<file path="config.mk">
export PLATFORM = sky130hd
export DESIGN_NAME = mcsm_cell
export DESIGN_NICKNAME = d
export VERILOG_FILES = /design/src/rtl/mcsm_pkg.sv /design/src/rtl/mcsm_cell.sv
export SDC_FILE = /design/constraint.sdc
export NUM_CORES = 1
export LEC_CHECK = 0
export BUFFER_PORTS_ARGS = -buffer_cell sky130_fd_sc_hd__buf_2
export CAP_MARGIN = 15
export CORE_ASPECT_RATIO = 2
export CORE_MARGIN = 1
export CORE_UTILIZATION = 28
export CTS_BUF_LIST = sky130_fd_sc_hd__clkbuf_8
export DETAILED_ROUTE_END_ITERATION = 10
export PLACE_DENSITY = 0.46
export SYNTH_ARGS = -nofsm -noshare
export SYNTH_HDL_FRONTEND = slang
export SYNTH_SLANG_ARGS = --single-unit
</file>
<file path="constraint.sdc">
create_clock -name aclk -period 5.4 [get_ports aclk]
set_input_delay 0.54 -clock aclk [delete_from_list [all_inputs] [get_ports aclk]]
set_output_delay 0.54 -clock aclk [all_outputs]
set_load 0.02 [all_outputs]
</file>
<file path="src/rtl/mcsm_pkg.sv">
// Shared types and codes of the MCS-M minimal triangulation block.
package mcsm_pkg;

    localparam logic [1:0] OP_CLEAR  = 2'd0;
    localparam logic [1:0] OP_ADD    = 2'd1;
    localparam logic [1:0] OP_RUN    = 2'd2;
    localparam logic [1:0] OP_UNUSED = 2'd3;

    localparam int W_W = 6;

    typedef enum logic [2:0] {
        ST_IDLE,
        ST_SEL_LOAD,
        ST_SEL_SCAN,
        ST_MARK,
        ST_SRCH_LOAD,
        ST_SRCH_SCAN,
        ST_FILL,
        ST_EMIT
    } state_t;

    typedef struct packed {
        logic       clear_graph;
        logic       add_edge;
        logic [4:0] node_a;
        logic [4:0] node_b;
        logic       run_init;
        logic       tok_load;
        logic       mark;
        logic       relax;
        logic       commit;
    } ctl_t;

endpackage

</file>
<file path="src/rtl/mcsm_cell.sv">
// One vertex cell: adjacency row, weight, search label and a token stage of the ring.
module mcsm_cell #(
    parameter int MAX_VERTICES = 32,
    parameter int CELL_ID      = 0
) (
    input  logic                                  aclk,
    input  logic                                  aresetn,
    input  mcsm_pkg::ctl_t                        ctl,
    input  logic [$clog2(MAX_VERTICES)-1:0]       sel_v,
    input  logic [$clog2(MAX_VERTICES+1)-1:0]     cnt_n,
    input  logic [MAX_VERTICES-1:0]               fill_vec,
    input  logic [$clog2(MAX_VERTICES)-1:0]       tin_idx,
    input  logic [mcsm_pkg::W_W-1:0]              tin_pm,
    input  logic                                  tin_reach,
    input  logic [mcsm_pkg::W_W-1:0]              tin_w,
    input  logic                                  tin_num,
    output logic [$clog2(MAX_VERTICES)-1:0]       tout_idx,
    output logic [mcsm_pkg::W_W-1:0]              tout_pm,
    output logic                                  tout_reach,
    output logic [mcsm_pkg::W_W-1:0]              tout_w,
    output logic                                  tout_num,
    output logic [MAX_VERTICES-1:0]               row_out,
    output logic                                  fill_out,
    output logic                                  upd_out
);
    import mcsm_pkg::*;

    localparam int IW = $clog2(MAX_VERTICES);
    localparam int CW = $clog2(MAX_VERTICES + 1);

    logic [MAX_VERTICES-1:0] row_reg, row_next;
    logic [W_W-1:0]          w_reg, pm_reg, ti_reg, tp_reg, tw_reg;
    logic [IW-1:0]           tidx_reg;
    logic                    num_reg, reach_reg, fill_reg, tr_reg, tn_reg;
    logic                    active, is_v, hit, below, upd;
    logic [W_W-1:0]          t_val;

    assign active = cnt_n > CW'(CELL_ID);
    assign is_v   = sel_v == IW'(CELL_ID);
    assign hit    = ctl.relax && active && !num_reg && tr_reg && row_reg[tidx_reg]
                    && (tidx_reg != IW'(CELL_ID));
    assign below  = tp_reg < w_reg;
    assign t_val  = below ? w_reg : tp_reg;
    assign upd    = hit && (!reach_reg || (t_val < pm_reg));

    always_comb begin
        row_next = row_reg;
        if (ctl.clear_graph) begin
            row_next = '0;
        end
        if (ctl.add_edge && (ctl.node_a != ctl.node_b)) begin
            for (int k = 0; k < MAX_VERTICES; k++) begin
                if (int'(ctl.node_a) == CELL_ID && int'(ctl.node_b) == k) begin
                    row_next[k] = 1'b1;
                end
                if (int'(ctl.node_b) == CELL_ID && int'(ctl.node_a) == k) begin
                    row_next[k] = 1'b1;
                end
            end
        end
        if (ctl.commit) begin
            if (is_v) begin
                row_next = row_next | fill_vec;
            end
            if (fill_reg) begin
                row_next[sel_v] = 1'b1;
            end
        end
    end

    always_ff @(posedge aclk) begin
        if (!aresetn) begin
            row_reg   <= '0;
            w_reg     <= '0;
            num_reg   <= 1'b0;
            reach_reg <= 1'b0;
            fill_reg  <= 1'b0;
            pm_reg    <= '0;
        end else begin
            row_reg <= row_next;
            if (ctl.run_init) begin
                w_reg   <= '0;
                num_reg <= 1'b0;
            end
            if (ctl.mark) begin
                fill_reg <= 1'b0;
                if (is_v) begin
                    num_reg   <= 1'b1;
                    pm_reg    <= '0;
                    reach_reg <= 1'b1;
                end else begin
                    reach_reg <= 1'b0;
                end
            end
            if (upd) begin
                pm_reg    <= t_val;
                reach_reg <= 1'b1;
            end
            if (hit && below) begin
                fill_reg <= 1'b1;
            end
            if (ctl.commit && active && !num_reg && (row_reg[sel_v] || fill_reg)) begin
                w_reg <= w_reg + 1'b1;
            end
        end
    end

    // Token stage of the ring: loads this cell's own label or passes the neighbor's on.
    always_ff @(posedge aclk) begin
        if (ctl.tok_load) begin
            tidx_reg <= IW'(CELL_ID);
            tp_reg   <= pm_reg;
            tr_reg   <= reach_reg;
            tw_reg   <= w_reg;
            tn_reg   <= num_reg;
        end else begin
            tidx_reg <= tin_idx;
            tp_reg   <= tin_pm;
            tr_reg   <= tin_reach;
            tw_reg   <= tin_w;
            tn_reg   <= tin_num;
        end
    end

    assign ti_reg     = tw_reg;
    assign tout_idx   = tidx_reg;
    assign tout_pm    = tp_reg;
    assign tout_reach = tr_reg;
    assign tout_w     = ti_reg;
    assign tout_num   = tn_reg;
    assign row_out    = row_reg;
    assign fill_out   = fill_reg;
    assign upd_out    = upd;

endmodule

</file>
==> results.cfg <==
[worst_setup_path]
reg2reg_depth = 12
crit_chain = inv_1, ha_1, nand4_1, o221ai_1, mux2_2, ha_1, a21oi_1, o22ai_1, o21ai_0, o31ai_1, a211oi_4, buf_2
start_kind = flop
crit_path_top_delay_cell = o221ai_1
cpMostUsedCell = ha_1
rr_startpoint = w_reg[5]
worst-path-max-fanout = 8
critPathRequiredTime_ns = 4.86
worstReg2RegEnd = pm_reg[2]
ff2ff_setup_slack_ns = 1.89
cp.arrival_ns = 3.80
crit_path_end_kind = output pin
cpPeakStageDelay_ns = 0.56
path_class = flop to output pin
cp-startpoint = w_reg[5]

[synth]
async_flop_share_pct = 0
yosys_warnings = 0
yosys.area.top_type_share_pct = 31.0
synth-seq-area-share_pct = 31.0
syn_nets = 579
syn_inst = 487
synth.largest_area_cell = dfxtp_1
yosys-top-cells-area = dfxtp_1 31%, mux4_2 5.8%, mux2_2 5.5%
synth_seq_cells = 66
syn_area_per_cell_sq_um = 8.75
synth.distinct_cells = 51
synthTopCellsByCount = 66 x dfxtp_1, 44 x nor2_1, 36 x nand2_1, 24 x clkbuf_1, 22 x a22oi_1
yosys.cell_count.top_type = dfxtp_1
synth_flop_cell = dfxtp_1
synth-edff-count = 0
syn-cell-area_sq_um = 4260

[drt]
drtPass1Iterations = 8
drt-wirelength-per-cell_um = 22.2
drtAntennaViolNets = 0
vias = 4509
drt-vias-per-instance = 5.63
wirelength_um = 17800
drtIter0Drc = 341
drc_errors = 0

[clock_tree]
clock_latency_ns = 0.35
clkSlewWorstSetupHoldPaths_ns = 0.08
hold_buffers = 0
cts_tree = yes
htree_levels = 3
cts_setup_buffers = 0
cts_resized = 0
numCtsBuffers = 9
cts-root-buf = clkbuf_8
cts_buffer_depth = 2
clkSinkCount = 66

[floorplanning]
core_sq_um = 14800
rows = 63
initial_core_util_pct = 28.8
die_x_um = 89.2
die_h_um = 176
die_area_sq_um = 15700
io_pins = 134

[layout]
syn2layout_area_growth_pct = 24.5
drive_gt1_share_pct = 32.2
nNetsFinal = 693
antenna_cells_inserted = 0
largest_reg_flops = 32

[timing]
setup_tns_ns = 0
fmax_mhz = 230
slew_headroom_pct = 26.4
maxSlewViolCount = 0
final_hold_viol_count = 0
rsz0062_at_grt = false
finClkSkew_ns = 0.0115
finalCriticalPeriod_ns = 4.34
setup_viol = 0
fin_crit_sh_pct = 80.4
tightest_slew_ns = 1.10

[placement]
io_buffers = 133
place.gp.congestion = 0.902
hpwl_um = 14200

[power_and_ir_drop]
peakVddDrop_uv = 99.9
total_power_mw = 1.19
cellPowerDensity_nw_per_um2 = 224
p_leak_nw = 2.10

[hold_path]
hold_end = tout_idx[0]
hold_path.class = input pin to flop
min-delay-start = tin_idx[0]
worstHoldPathCells = 2

[flow_run]
maxCapViolations = 0

[global_routing]
grtUsageTotal_pct = 23.2
grt_pass1_wl_um = 26200
grt_pass1_vias = 4659
grt_antenna_before_repair = 0
grt.overflow.total = 0
grt_max_degree = 33

[outcome]
status = finished clean
-- metrics by stage --
step	utilization (%)	hold slack (ns)	worst slack [ns]	instances	instance area, sq um
after floorplan	-	0.444	2.01	487	4260
after global placement	34.3	0.459	1.48	785	5080
after detailed placement	34.3	0.467	1.41	785	5080
after CTS	35.8	0.373	1.02	801	5310
after global routing	35.8	0.391	0.698	801	5310
final	35.8	0.393	1.06	801	5310
-- cell type report --
class,count,area (sq um)
Sequential cell,66,1320
Fill cell,1618,9510
Timing Repair Buffer,138,703
Inverter,19,71.3
Clock buffer,10,138
Clock inverter,6,88.8
Multi-Input combinational cell,367,2740
Tap cell,195,244
-- logic make-up after synthesis --
| kind of cell | share of synthesized area (%) |
|---|---|
| AND/OR/NAND/NOR | 19.6 |
| AO/OA/AOI/OAI | 24.1 |
| flip-flops | 31.0 |
| buffers and inverters | 5.14 |
| multiplexers | 16.0 |
| adder cells (fa/ha/maj) | 3.23 |
| XOR/XNOR | 1.03 |
-- worst max-delay path, delay by kind of cell, from the launching register on --
| kind | cells | cell delay (ns) |
|---|---|---|
| simple gates | 1 | 0.10 |
| fa+ha+maj | 2 | 0.62 |
| mux | 1 | 0.43 |
| flops | 1 | 0.41 |
| compound gates | 6 | 1.54 |
| buf+inv | 2 | 0.35 |
-- metal layers --
metal  up-vias  global-route usage, %  part of all wire [%]
met4         0                   16.1                   6.8
met5         -                      0                     0
met1      2130                   21.6                    32
met2       228                   43.4                    55
met3        65                   3.97                   5.5
li1       2086                      -                     -
-- power breakdown --
part / switching (mW) / total (mW) / internal, mW
Combinational: 0.114 / 0.185 / 0.0703
Clock: 0.219 / 0.493 / 0.275
Sequential: 0.0125 / 0.509 / 0.497
Total: 0.346 / 1.19 / 0.842
-- worst max path at each step --
stage,slack (ns),depth (start not counted),end
after floorplan,2.01,11,upd_out
after global placement,1.48,12,upd_out
after detailed placement,1.41,12,upd_out
after CTS,1.02,12,upd_out
after global routing,0.70,12,upd_out
final,1.06,12,upd_out
-- cell usage in the layout, fill, tap and decap left out, types with 11 or more instances in the layout --
master,count
a21oi_1,20
a22oi_1,22
buf_2,133
dfxtp_1,66
ha_1,11
inv_1,18
mux2_2,21
mux2i_1,17
mux4_2,11
nand2_1,36
nand3_1,11
nor2_1,44
nor2b_1,11
nor4_1,15
o22ai_1,18
o2bb2ai_1,19
Note: power is estimated with default switching activity, not from simulation.
